==> src/hdl/btl_pkg.sv <==
// Shared types and constants for the bounding-box target locator.
package btl_pkg;

    localparam int COORD_BITS  = 12;
    localparam int PROB_W      = 16;
    localparam int HS_W        = 12;
    localparam int RC_W        = 16;
    localparam int IDX_W       = 8;
    localparam int OFS_W       = 16;
    localparam int RNG_W       = 24;

    localparam int MAX_BOXES_DEF   = 256;
    localparam int QUEUE_DEPTH_DEF = 2;

    localparam logic [HS_W-1:0] HS_RESET = HS_W'(208);
    localparam logic [RC_W-1:0] RC_RESET = RC_W'(5 * 117);

    // squared diagonal, range numerator and its square
    localparam int D2_W      = 2 * COORD_BITS + 1;
    localparam int NUM_BASE  = RC_W + 8;
    localparam int DIV_NUM_W = 2 * NUM_BASE;
    localparam int DIV_DEN_W = D2_W;
    localparam int ROOT_W    = DIV_NUM_W / 2;

    localparam logic [RNG_W-1:0] RANGE_MAX = {RNG_W{1'b1}};

    // register indexes on the configuration port
    localparam logic REG_HALF_SIZE = 1'b0;
    localparam logic REG_RANGE_K   = 1'b1;

    typedef struct packed {
        logic                  detected;
        logic [IDX_W-1:0]      slot;
        logic [COORD_BITS-1:0] left;
        logic [COORD_BITS-1:0] right;
        logic [COORD_BITS-1:0] top;
        logic [COORD_BITS-1:0] bottom;
    } btl_job_t;

    typedef struct packed {
        logic                 start;
        logic [DIV_NUM_W-1:0] num;
        logic [DIV_DEN_W-1:0] den;
    } btl_div_req_t;

    typedef struct packed {
        logic                 start;
        logic [DIV_NUM_W-1:0] value;
    } btl_sqrt_req_t;

    typedef struct packed {
        logic busy;
        logic done;
    } btl_unit_sts_t;

endpackage

==> src/hdl/btl_front.sv <==
// Front end: per-frame argmax over incoming boxes, emits one job per frame.
module btl_front
    import btl_pkg::*;
#(
    parameter int MAX_BOXES = MAX_BOXES_DEF
)
(
    input  logic                  clk,
    input  logic                  rst_n,
    input  logic                  accept,
    input  logic                  box_valid,
    input  logic [COORD_BITS-1:0] box_xmin,
    input  logic [COORD_BITS-1:0] box_xmax,
    input  logic [COORD_BITS-1:0] box_ymin,
    input  logic [COORD_BITS-1:0] box_ymax,
    input  logic [PROB_W-1:0]     probability,
    input  logic                  last_box,
    output logic                  push,
    output btl_job_t              job
);

    localparam int CNT_W = $clog2(MAX_BOXES + 1);

    logic [PROB_W-1:0]     prob_reg;
    logic [COORD_BITS-1:0] left_reg, right_reg, top_reg, bottom_reg;
    logic [IDX_W-1:0]      slot_reg;
    logic [CNT_W-1:0]      cnt_reg;

    logic                  counts;
    logic                  take;

    assign counts = box_valid && (cnt_reg < CNT_W'(MAX_BOXES));
    assign take   = counts && (probability > prob_reg);
    assign push   = accept && last_box;

    // job reflects the frame including the current box
    always_comb
    begin
        job.detected = take || (prob_reg != '0);
        job.slot     = take ? IDX_W'(cnt_reg) : slot_reg;
        job.left     = take ? box_xmin : left_reg;
        job.right    = take ? box_xmax : right_reg;
        job.top      = take ? box_ymin : top_reg;
        job.bottom   = take ? box_ymax : bottom_reg;
    end

    always_ff @(posedge clk or negedge rst_n)
    begin
        if (!rst_n)
        begin
            prob_reg   <= '0;
            left_reg   <= '0;
            right_reg  <= '0;
            top_reg    <= '0;
            bottom_reg <= '0;
            slot_reg   <= '0;
            cnt_reg    <= '0;
        end
        else if (accept)
        begin
            if (last_box)
            begin
                prob_reg   <= '0;
                left_reg   <= '0;
                right_reg  <= '0;
                top_reg    <= '0;
                bottom_reg <= '0;
                slot_reg   <= '0;
                cnt_reg    <= '0;
            end
            else
            begin
                if (take)
                begin
                    prob_reg   <= probability;
                    left_reg   <= box_xmin;
                    right_reg  <= box_xmax;
                    top_reg    <= box_ymin;
                    bottom_reg <= box_ymax;
                    slot_reg   <= IDX_W'(cnt_reg);
                end
                if (counts)
                begin
                    cnt_reg <= cnt_reg + 1'b1;
                end
            end
        end
    end

endmodule

==> src/hdl/btl_queue.sv <==
// Small job queue between the front end and the back end.
module btl_queue
    import btl_pkg::*;
#(
    parameter int DEPTH = QUEUE_DEPTH_DEF
)
(
    input  logic     clk,
    input  logic     rst_n,
    input  logic     push,
    input  btl_job_t wdata,
    output logic     full,
    output logic     nonempty,
    input  logic     pop,
    output btl_job_t rdata
);

    localparam int PTR_W = (DEPTH > 1) ? $clog2(DEPTH) : 1;
    localparam int CNT_W = $clog2(DEPTH + 1);

    btl_job_t         entry_reg [DEPTH];
    logic [PTR_W-1:0] wr_ptr_reg, rd_ptr_reg;
    logic [CNT_W-1:0] count_reg;

    assign full     = (count_reg == CNT_W'(DEPTH));
    assign nonempty = (count_reg != '0);
    assign rdata    = entry_reg[rd_ptr_reg];

    always_ff @(posedge clk)
    begin
        if (push)
        begin
            entry_reg[wr_ptr_reg] <= wdata;
        end
    end

    always_ff @(posedge clk or negedge rst_n)
    begin
        if (!rst_n)
        begin
            wr_ptr_reg <= '0;
            rd_ptr_reg <= '0;
            count_reg  <= '0;
        end
        else
        begin
            if (push)
            begin
                wr_ptr_reg <= (wr_ptr_reg == PTR_W'(DEPTH - 1)) ? '0 : wr_ptr_reg + 1'b1;
            end
            if (pop)
            begin
                rd_ptr_reg <= (rd_ptr_reg == PTR_W'(DEPTH - 1)) ? '0 : rd_ptr_reg + 1'b1;
            end
            if (push && !pop)
            begin
                count_reg <= count_reg + 1'b1;
            end
            else if (pop && !push)
            begin
                count_reg <= count_reg - 1'b1;
            end
        end
    end

endmodule

==> src/hdl/btl_div.sv <==
// Restoring divider, one quotient bit per cycle.
module btl_div
    import btl_pkg::*;
(
    input  logic                 clk,
    input  logic                 rst_n,
    input  btl_div_req_t         req,
    output btl_unit_sts_t        sts,
    output logic [DIV_NUM_W-1:0] quotient
);

    localparam int CNT_W = $clog2(DIV_NUM_W + 1);

    logic                 busy_reg, done_reg;
    logic [CNT_W-1:0]     cnt_reg;
    logic [DIV_NUM_W-1:0] num_reg, quo_reg;
    logic [DIV_DEN_W-1:0] den_reg, rem_reg;

    logic [DIV_DEN_W:0]   trial;
    logic                 qbit;
    logic [DIV_DEN_W-1:0] rem_next;

    always_comb
    begin
        trial    = {rem_reg, num_reg[DIV_NUM_W-1]};
        qbit     = (trial >= {1'b0, den_reg});
        rem_next = qbit ? DIV_DEN_W'(trial - {1'b0, den_reg}) : trial[DIV_DEN_W-1:0];
    end

    assign sts.busy = busy_reg;
    assign sts.done = done_reg;
    assign quotient = quo_reg;

    always_ff @(posedge clk)
    begin
        if (req.start)
        begin
            num_reg <= req.num;
            den_reg <= req.den;
            rem_reg <= '0;
            quo_reg <= '0;
        end
        else if (busy_reg)
        begin
            num_reg <= {num_reg[DIV_NUM_W-2:0], 1'b0};
            rem_reg <= rem_next;
            quo_reg <= {quo_reg[DIV_NUM_W-2:0], qbit};
        end
    end

    always_ff @(posedge clk or negedge rst_n)
    begin
        if (!rst_n)
        begin
            busy_reg <= 1'b0;
            done_reg <= 1'b0;
            cnt_reg  <= '0;
        end
        else if (req.start)
        begin
            busy_reg <= 1'b1;
            done_reg <= 1'b0;
            cnt_reg  <= '0;
        end
        else if (busy_reg)
        begin
            cnt_reg <= cnt_reg + 1'b1;
            if (cnt_reg == CNT_W'(DIV_NUM_W - 1))
            begin
                busy_reg <= 1'b0;
                done_reg <= 1'b1;
            end
        end
    end

endmodule

==> src/hdl/btl_isqrt.sv <==
// Integer square root, bit-pair method, one result bit per cycle.
module btl_isqrt
    import btl_pkg::*;
(
    input  logic              clk,
    input  logic              rst_n,
    input  btl_sqrt_req_t     req,
    output btl_unit_sts_t     sts,
    output logic [ROOT_W-1:0] root
);

    logic                 busy_reg, done_reg;
    logic [DIV_NUM_W-1:0] val_reg, res_reg, bit_reg;
    logic [DIV_NUM_W-1:0] sum;
    logic                 fits;

    assign sum      = res_reg + bit_reg;
    assign fits     = (val_reg >= sum);
    assign sts.busy = busy_reg;
    assign sts.done = done_reg;
    assign root     = res_reg[ROOT_W-1:0];

    always_ff @(posedge clk)
    begin
        if (req.start)
        begin
            val_reg <= req.value;
            res_reg <= '0;
            bit_reg <= DIV_NUM_W'(1) << (DIV_NUM_W - 2);
        end
        else if (busy_reg)
        begin
            if (fits)
            begin
                val_reg <= val_reg - sum;
                res_reg <= (res_reg >> 1) + bit_reg;
            end
            else
            begin
                res_reg <= res_reg >> 1;
            end
            bit_reg <= bit_reg >> 2;
        end
    end

    always_ff @(posedge clk or negedge rst_n)
    begin
        if (!rst_n)
        begin
            busy_reg <= 1'b0;
            done_reg <= 1'b0;
        end
        else if (req.start)
        begin
            busy_reg <= 1'b1;
            done_reg <= 1'b0;
        end
        else if (busy_reg && bit_reg[0])
        begin
            busy_reg <= 1'b0;
            done_reg <= 1'b1;
        end
    end

endmodule

==> src/hdl/btl_back.sv <==
// Back end: offsets and range of one frame's chosen box, result register.
module btl_back
    import btl_pkg::*;
(
    input  logic                   clk,
    input  logic                   rst_n,
    input  logic [HS_W-1:0]        image_half_size,
    input  logic [RC_W-1:0]        range_constant,
    input  logic                   job_ready,
    input  btl_job_t               job,
    output logic                   job_pop,
    output logic                   out_valid,
    input  logic                   out_stall,
    output logic                   detected,
    output logic [IDX_W-1:0]       chosen_index,
    output logic signed [OFS_W-1:0] offset_x,
    output logic signed [OFS_W-1:0] offset_y,
    output logic [RNG_W-1:0]       range_estimate
);

    typedef enum logic [6:0] {
        S_IDLE = 7'b0000001,
        S_MUL  = 7'b0000010,
        S_WX   = 7'b0000100,
        S_WY   = 7'b0001000,
        S_WR   = 7'b0010000,
        S_WS   = 7'b0100000,
        S_DONE = 7'b1000000
    } state_t;

    localparam int SQ_W = 2 * COORD_BITS;

    state_t state_reg, state_next;

    btl_job_t              job_reg;
    logic [COORD_BITS-1:0] magx_reg, magy_reg;
    logic                  negx_reg, negy_reg;
    logic [SQ_W-1:0]       wsq_reg, hsq_reg;
    logic [DIV_NUM_W-1:0]  nsq_reg;

    logic                  det_reg;
    logic [IDX_W-1:0]      idx_reg;
    logic [OFS_W-1:0]      ox_reg, oy_reg;
    logic [RNG_W-1:0]      rng_reg;

    btl_div_req_t          div_req;
    btl_unit_sts_t         div_sts;
    logic [DIV_NUM_W-1:0]  div_quo;
    btl_sqrt_req_t         sqrt_req;
    btl_unit_sts_t         sqrt_sts;
    logic [ROOT_W-1:0]     sqrt_root;

    logic [HS_W-1:0]       h;
    logic [COORD_BITS:0]   xsum, ysum;
    logic [COORD_BITS-1:0] cx, cy;
    logic signed [COORD_BITS:0]     w, hh;
    logic signed [2*COORD_BITS+1:0] wprod, hprod;
    logic [NUM_BASE-1:0]   n;
    logic [DIV_NUM_W-1:0]  nprod;
    logic [DIV_DEN_W-1:0]  d2;

    // round-to-nearest quotient to Q1.15 with saturation
    function automatic logic [OFS_W-1:0] sat_ofs(input logic neg, input logic [DIV_NUM_W-1:0] q);
        logic [OFS_W-1:0] r;
        if (neg)
        begin
            r = (q > DIV_NUM_W'(32768)) ? 16'h8000 : OFS_W'(-q);
        end
        else
        begin
            r = (q > DIV_NUM_W'(32767)) ? 16'h7FFF : q[OFS_W-1:0];
        end
        return r;
    endfunction

    assign h    = (image_half_size == '0) ? HS_W'(1) : image_half_size;
    assign xsum = {1'b0, job.left} + {1'b0, job.right};
    assign ysum = {1'b0, job.top} + {1'b0, job.bottom};
    assign cx   = xsum[COORD_BITS:1];
    assign cy   = ysum[COORD_BITS:1];

    assign w     = $signed({1'b0, job_reg.right}) - $signed({1'b0, job_reg.left});
    assign hh    = $signed({1'b0, job_reg.bottom}) - $signed({1'b0, job_reg.top});
    assign wprod = w * w;
    assign hprod = hh * hh;
    assign n     = {range_constant, 8'h00};
    assign nprod = DIV_NUM_W'(n) * DIV_NUM_W'(n);
    assign d2    = {1'b0, wsq_reg} + {1'b0, hsq_reg};

    assign job_pop   = (state_reg == S_IDLE) && job_ready;
    assign out_valid = (state_reg == S_DONE);

    assign detected       = det_reg;
    assign chosen_index   = idx_reg;
    assign offset_x       = ox_reg;
    assign offset_y       = oy_reg;
    assign range_estimate = rng_reg;

    btl_div u_div (
        .clk      (clk),
        .rst_n    (rst_n),
        .req      (div_req),
        .sts      (div_sts),
        .quotient (div_quo)
    );

    btl_isqrt u_isqrt (
        .clk   (clk),
        .rst_n (rst_n),
        .req   (sqrt_req),
        .sts   (sqrt_sts),
        .root  (sqrt_root)
    );

    // unit requests and next state
    always_comb
    begin
        state_next     = state_reg;
        div_req        = '0;
        sqrt_req       = '0;
        unique case (state_reg)
            S_IDLE:
            begin
                if (job_ready)
                begin
                    state_next = job.detected ? S_MUL : S_DONE;
                end
            end
            S_MUL:
            begin
                div_req.start = 1'b1;
                div_req.num   = DIV_NUM_W'({magx_reg, 16'h0000}) + DIV_NUM_W'(h);
                div_req.den   = DIV_DEN_W'({h, 1'b0});
                state_next    = S_WX;
            end
            S_WX:
            begin
                if (div_sts.done)
                begin
                    div_req.start = 1'b1;
                    div_req.num   = DIV_NUM_W'({magy_reg, 16'h0000}) + DIV_NUM_W'(h);
                    div_req.den   = DIV_DEN_W'({h, 1'b0});
                    state_next    = S_WY;
                end
            end
            S_WY:
            begin
                if (div_sts.done)
                begin
                    if (d2 == '0)
                    begin
                        state_next = S_DONE;
                    end
                    else
                    begin
                        div_req.start = 1'b1;
                        div_req.num   = nsq_reg;
                        div_req.den   = d2;
                        state_next    = S_WR;
                    end
                end
            end
            S_WR:
            begin
                if (div_sts.done)
                begin
                    sqrt_req.start = 1'b1;
                    sqrt_req.value = div_quo;
                    state_next     = S_WS;
                end
            end
            S_WS:
            begin
                if (sqrt_sts.done)
                begin
                    state_next = S_DONE;
                end
            end
            S_DONE:
            begin
                if (!out_stall)
                begin
                    state_next = S_IDLE;
                end
            end
            default:
            begin
                state_next = S_IDLE;
            end
        endcase
    end

    always_ff @(posedge clk or negedge rst_n)
    begin
        if (!rst_n)
        begin
            state_reg <= S_IDLE;
        end
        else
        begin
            state_reg <= state_next;
        end
    end

    // datapath
    always_ff @(posedge clk)
    begin
        case (state_reg)
            S_IDLE:
            begin
                if (job_ready)
                begin
                    job_reg  <= job;
                    magx_reg <= (cx >= h) ? (cx - h) : (h - cx);
                    magy_reg <= (cy >= h) ? (cy - h) : (h - cy);
                    negx_reg <= (cx < h);
                    negy_reg <= (cy > h);
                    det_reg  <= job.detected;
                    idx_reg  <= job.slot;
                    ox_reg   <= '0;
                    oy_reg   <= '0;
                    rng_reg  <= '0;
                end
            end
            S_MUL:
            begin
                wsq_reg <= wprod[SQ_W-1:0];
                hsq_reg <= hprod[SQ_W-1:0];
                nsq_reg <= nprod;
            end
            S_WX:
            begin
                if (div_sts.done)
                begin
                    ox_reg <= sat_ofs(negx_reg, div_quo);
                end
            end
            S_WY:
            begin
                if (div_sts.done)
                begin
                    oy_reg <= sat_ofs(negy_reg, div_quo);
                    if (d2 == '0)
                    begin
                        rng_reg <= RANGE_MAX;
                    end
                end
            end
            S_WS:
            begin
                if (sqrt_sts.done)
                begin
                    rng_reg <= RNG_W'(sqrt_root);
                end
            end
            default:
            begin
            end
        endcase
    end

endmodule

==> src/hdl/bbox_target_locator_top.sv <==
// Top level of the bounding-box target locator: register port, front, queue, back.
// Boxes are taken at one request per cycle unless the queue is full; the argmax register
// updates in that cycle. A detected frame's result takes three 48-step divisions and a
// 24-step root, two divisions with a zero diagonal, none with nothing detected. The
// two-entry job queue takes further frames meanwhile; input stalls only while it is full.
// Reset (rst_n low, async) clears frames, loads 208 and 585.
module bbox_target_locator_top
    import btl_pkg::*;
#(
    parameter int MAX_BOXES   = MAX_BOXES_DEF,
    parameter int QUEUE_DEPTH = QUEUE_DEPTH_DEF
)
(
    input  logic                    clk,
    input  logic                    rst_n,

    // configuration port
    input  logic                    psel,
    input  logic                    penable,
    input  logic                    pwrite,
    input  logic [2:0]              paddr,
    input  logic [31:0]             pwdata,
    output logic [31:0]             prdata,
    output logic                    pready,

    // box requests
    input  logic                    in_valid,
    output logic                    in_stall,
    input  logic                    box_valid,
    input  logic [COORD_BITS-1:0]   box_xmin,
    input  logic [COORD_BITS-1:0]   box_xmax,
    input  logic [COORD_BITS-1:0]   box_ymin,
    input  logic [COORD_BITS-1:0]   box_ymax,
    input  logic [PROB_W-1:0]       probability,
    input  logic                    last_box,

    // frame results
    output logic                    out_valid,
    input  logic                    out_stall,
    output logic                    detected,
    output logic [IDX_W-1:0]        chosen_index,
    output logic signed [OFS_W-1:0] offset_x,
    output logic signed [OFS_W-1:0] offset_y,
    output logic [RNG_W-1:0]        range_estimate
);

    logic [HS_W-1:0] hs_reg;
    logic [RC_W-1:0] rc_reg;
    logic            cfg_wr;
    logic            reg_sel;

    logic            in_accept;
    logic            q_push, q_full, q_nonempty, q_pop;
    btl_job_t        q_wdata, q_rdata;

    // register port: zero wait states, word addressed by bit 2
    assign pready  = 1'b1;
    assign cfg_wr  = psel && penable && pwrite && pready;
    assign reg_sel = paddr[2];

    always_comb
    begin
        unique case (reg_sel)
            REG_HALF_SIZE: prdata = {{(32 - HS_W){1'b0}}, hs_reg};
            REG_RANGE_K:   prdata = {{(32 - RC_W){1'b0}}, rc_reg};
            default:       prdata = '0;
        endcase
    end

    always_ff @(posedge clk or negedge rst_n)
    begin
        if (!rst_n)
        begin
            hs_reg <= HS_RESET;
            rc_reg <= RC_RESET;
        end
        else if (cfg_wr)
        begin
            unique case (reg_sel)
                REG_HALF_SIZE: hs_reg <= pwdata[HS_W-1:0];
                REG_RANGE_K:   rc_reg <= pwdata[RC_W-1:0];
                default:       hs_reg <= hs_reg;
            endcase
        end
    end

    // a full queue holds off further requests
    assign in_stall  = q_full;
    assign in_accept = in_valid && !in_stall;

    btl_front #(
        .MAX_BOXES (MAX_BOXES)
    ) u_front (
        .clk         (clk),
        .rst_n       (rst_n),
        .accept      (in_accept),
        .box_valid   (box_valid),
        .box_xmin    (box_xmin),
        .box_xmax    (box_xmax),
        .box_ymin    (box_ymin),
        .box_ymax    (box_ymax),
        .probability (probability),
        .last_box    (last_box),
        .push        (q_push),
        .job         (q_wdata)
    );

    btl_queue #(
        .DEPTH (QUEUE_DEPTH)
    ) u_queue (
        .clk      (clk),
        .rst_n    (rst_n),
        .push     (q_push),
        .wdata    (q_wdata),
        .full     (q_full),
        .nonempty (q_nonempty),
        .pop      (q_pop),
        .rdata    (q_rdata)
    );

    // back end: offsets through the shared divider, range through divider and root
    btl_back u_back (
        .clk             (clk),
        .rst_n           (rst_n),
        .image_half_size (hs_reg),
        .range_constant  (rc_reg),
        .job_ready       (q_nonempty),
        .job             (q_rdata),
        .job_pop         (q_pop),
        .out_valid       (out_valid),
        .out_stall       (out_stall),
        .detected        (detected),
        .chosen_index    (chosen_index),
        .offset_x        (offset_x),
        .offset_y        (offset_y),
        .range_estimate  (range_estimate)
    );

    // no frame is pushed into a full queue
    a_no_overflow: assert property (@(posedge clk) disable iff (!rst_n)
        !(q_push && q_full))
        else $error("job pushed into full queue");

    // a frame without detection carries an all-zero result
    a_empty_result: assert property (@(posedge clk) disable iff (!rst_n)
        (out_valid && !detected) |->
            (chosen_index == '0 && offset_x == '0 && offset_y == '0 && range_estimate == '0))
        else $error("non-detected result carries data");

    // a taken result is never shown twice
    a_single_result: assert property (@(posedge clk) disable iff (!rst_n)
        (out_valid && !out_stall) |=> !out_valid)
        else $error("result repeated after it was taken");

endmodule

==> config.mk <==
export PLATFORM = sky130hd
export DESIGN_NAME = bbox_target_locator_top
export DESIGN_NICKNAME = d
export VERILOG_FILES = /design/src/hdl/btl_pkg.sv /design/src/hdl/btl_front.sv /design/src/hdl/btl_queue.sv /design/src/hdl/btl_div.sv /design/src/hdl/btl_isqrt.sv /design/src/hdl/btl_back.sv /design/src/hdl/bbox_target_locator_top.sv
export SDC_FILE = /design/constraint.sdc
export NUM_CORES = 2
export LEC_CHECK = 0
export BUFFER_PORTS_ARGS = -buffer_cell sky130_fd_sc_hd__buf_4
export CELL_PAD_IN_SITES_DETAIL_PLACEMENT = 1
export CELL_PAD_IN_SITES_GLOBAL_PLACEMENT = 2
export CORE_UTILIZATION = 35
export DETAILED_ROUTE_END_ITERATION = 10
export PLACE_DENSITY = 0.76
export SLEW_MARGIN = 5
export SYNTH_ARGS = -nofsm -noshare
export SYNTH_HDL_FRONTEND = slang
export SYNTH_SLANG_ARGS = --single-unit
==> constraint.sdc <==
create_clock -name clk -period 17.45 [get_ports clk]
set_input_delay 3.49 -clock clk [delete_from_list [all_inputs] [get_ports clk]]
set_output_delay 3.49 -clock clk [all_outputs]
set_load 0.005 [all_outputs]
==> summary.txt <==
GRT
  • Global-route wire length before repair: 258 mm
  • Initial antenna violation count: 3
  • Largest net degree at the start of global routing: 88
  • Total track usage: 19.3%
  • Number of global-route vias before repair: 45800
  • Grt ovf: 0

Clock tree
  • CTS Sinks: 726
  • CTS Buf Count: 88
  • Htree depth: 3
  • Worst-path clk slew: 60 ps
  • Clk_lat worst skew: 720 ps
  • Clk buf depth: 3
  • Number of gates resized after CTS: 0
  • Post-CTS Hold Fix Bufs: 0
  • Post-CTS Setup Bufs: 0
  • Clock root cell: clkbuf_16
  • TritonCTS clock tree: done

Floorplanning
  • Initial Util: 35.3%
  • Die span in y: 411 um
  • Die width: 411 um
  • Ports: 208
  • FP Rows: between 100 and 150
  • CORE AREA: 166000 um2
  • Die footprint: 169000 um2

Detailed routing
  • Initial DRC Count: between 1500 and 2000
  • DRC viols: 0
  • Total vias in the final route: 42600
  • Pre-Repair DR Iteration Count: 5
  • Routed len/inst: slightly below 20 um
  • Vias/cell: 5.13
  • Antenna-violating nets left: 0
  • Total Wirelength: 162 mm

Logic synthesis
  • Ys flop type: edfxtp_1
  • Cells after Synth: 5948
  • Yosys reg bits: 726
  • Sequential fraction of the synthesis area: 33.7%
  • Area contributors post-synth: edfxtp_1, fa_1, ha_1
  • Async set or reset register ratio after synthesis: 17.9%
  • Synthesized cell area: around 60000 um2
  • EDFF count, synth: 451
  • Yosys warning total: 0
  • Synth top area share: between 20% and 30%
  • Syn_area_per_cell: 9.84 um2
  • Cell variety after synth: 88
  • Yosys top cell by area: edfxtp_1

Setup path
  • Buffers & Inverters on Critical Path: 5
  • Worst R2R Start: u_back.job_reg[13]
  • Critical path type: reg -> reg
  • Crit Path Max Fanout: 9
  • Reg2reg path depth: 32
  • Arr. time, crit path: 9770 ps
  • Startpoint types: flip-flop
  • RR Endpoint: u_back.hsq_reg[23]
  • Worst Path Required: 17860 ps
  • Endpoint class of the critical path: flip-flop
  • Delay-heaviest family, CP: adder cells
  • Setup slack, reg-to-reg: 8090 ps
  • Slowest CP cell: o41ai_1
  • CP dominant cell by count: fa_1
  • Worst path max stage delay: 700 ps

STA
  • Worst slew margin: 19.5%
  • Post-Route Skew: 36.3 ps
  • Fin crit period: 9360 ps
  • Slew Limit Fails: 0
  • Fmax: 107 MHz
  • RSZ-0062 raised after global routing: false
  • Slew @ Worst Pin: between 1000 and 1500 ps
  • Final hold violation count: 0
  • Fin Setup TNS: 0 ps
  • Endpoints failing setup: 0
  • Tcrit/Tclk final: 53.6%
  • Final hold slack: 473 ps

Finish
  • Multi-input logic area: about 35000 um2
  • Largest register FFs: 114
  • Sequential cell area: between 15000 and 20000 um2
  • Post-layout util: 39.3%
  • Layout cells sized above 1: 9.62%
  • Fillcell total: 18700
  • Nets@finish: roughly 7100
  • Area grow syn2layout: 11.2%

Run status
  • Status: finished, final reports clean

Worst hold path
  • Hold Path Depth: 2
  • Hold_sp: u_back.u_div.rem_reg[24]
  • Hold EP: u_back.u_div.rem_reg[24]
  • Min-delay worst type: reg -> reg

Placement
  • Final Wtd Congestion: 0.851
  • PortBufs: 172
  • DP HPWL: 124 mm

Job
  • Max-cap violations: 0
[cell usage in the layout (no fill, tap or decap), types with 201 or more instances in the layout]
master and n:
fa_1 437, nand2_1 554, xnor2_1 201, o21ai_0 302
buf_4 224, ha_1 487, a21oi_1 260, nor2_1 480
inv_1 723, edfxtp_1 451
[tightest hold or removal path, cell delays in order (launching register included)]
cell and delay, ps:
dfxtp_1 320, nand2_1 60, a21oi_1 50
[cells by family after synthesis]
| family | synth area share (%) |
|---|---|
| flip-flops | 33.7 |
| adder cells (fa/ha/maj) | 25.4 |
| buffers and inverters | 6.49 |
| other | 0.0128 |
| XOR/XNOR | 4.83 |
| AO/OA/AOI/OAI | 12.8 |
| multiplexers | 4.57 |
| AND/OR/NAND/NOR | 12.2 |
[area by class of cell]
cell class	count	area share, %
diodes	1	0.00385
multi-input cells	4262	54.0
clock inverters	52	0.908
well taps	2189	4.21
repair buffers	225	2.60
inverters	735	4.24
flip-flops and latches	726	30.3
clock buffers	114	3.71
[per-layer routing]
layer | global-route usage, % | share of wire [%]
met3 | 2.61 | 3.4
met4 | 4.85 | 2.2
met1 | 25.6 | 46
met2 | 33.0 | 48
met5 | 0 | 0.021
[cell usage after synthesis (all sizes together) (38+ instances only)]
| master | instances |
|---|---|
| nor2 | 484 |
| xnor2 | 201 |
| a22oi | 81 |
| o21ai | 315 |
| fa | 437 |
| a211oi | 73 |
| o21a | 50 |
| clkbuf | 193 |
| a31oi | 59 |
| ha | 487 |
| and2 | 102 |
| edfxtp | 451 |
| nor2b | 57 |
| nor3 | 79 |
| o21bai | 49 |
| nand3 | 74 |
| nand2 | 559 |
| mux2i | 96 |
| nand2b | 61 |
| dfrtp | 122 |
| mux2 | 152 |
| and3 | 38 |
| inv | 727 |
| a21o | 108 |
| dfxtp | 145 |
| buf | 48 |
| xor2 | 122 |
| a21oi | 262 |
[worst max-delay path by stage]
stage	depth (start not counted)	start	slack, ps	to
detailed placement	32	u_back.job_reg[13]	8020	u_back.hsq_reg[23]
CTS	32	u_back.job_reg[13]	7970	u_back.hsq_reg[23]
global route	32	u_back.job_reg[13]	7580	u_back.hsq_reg[23]
global placement	32	u_back.job_reg[13]	8070	u_back.hsq_reg[23]
floorplan	20	u_back.u_isqrt.res_reg[4]	9270	u_back.u_isqrt.val_reg[0]
finish	32	u_back.job_reg[13]	8090	u_back.hsq_reg[23]
[metrics by stage]
| step | std cells | area (um2) | setup slack [ps] |
|---|---|---|---|
| floorplan | 5964 | 58600 | 9270 |
| global placement | 8137 | 62100 | 8070 |
| detailed placement | 8137 | 62100 | 8020 |
| CTS | 8303 | 65100 | 7970 |
| global route | 8303 | 65100 | 7580 |
| finish | 8304 | 65100 | 8090 |
Power is left out: the tool's default activity adds up to more than one toggle a clock period on the data nets, which glitch-free logic cannot reach.
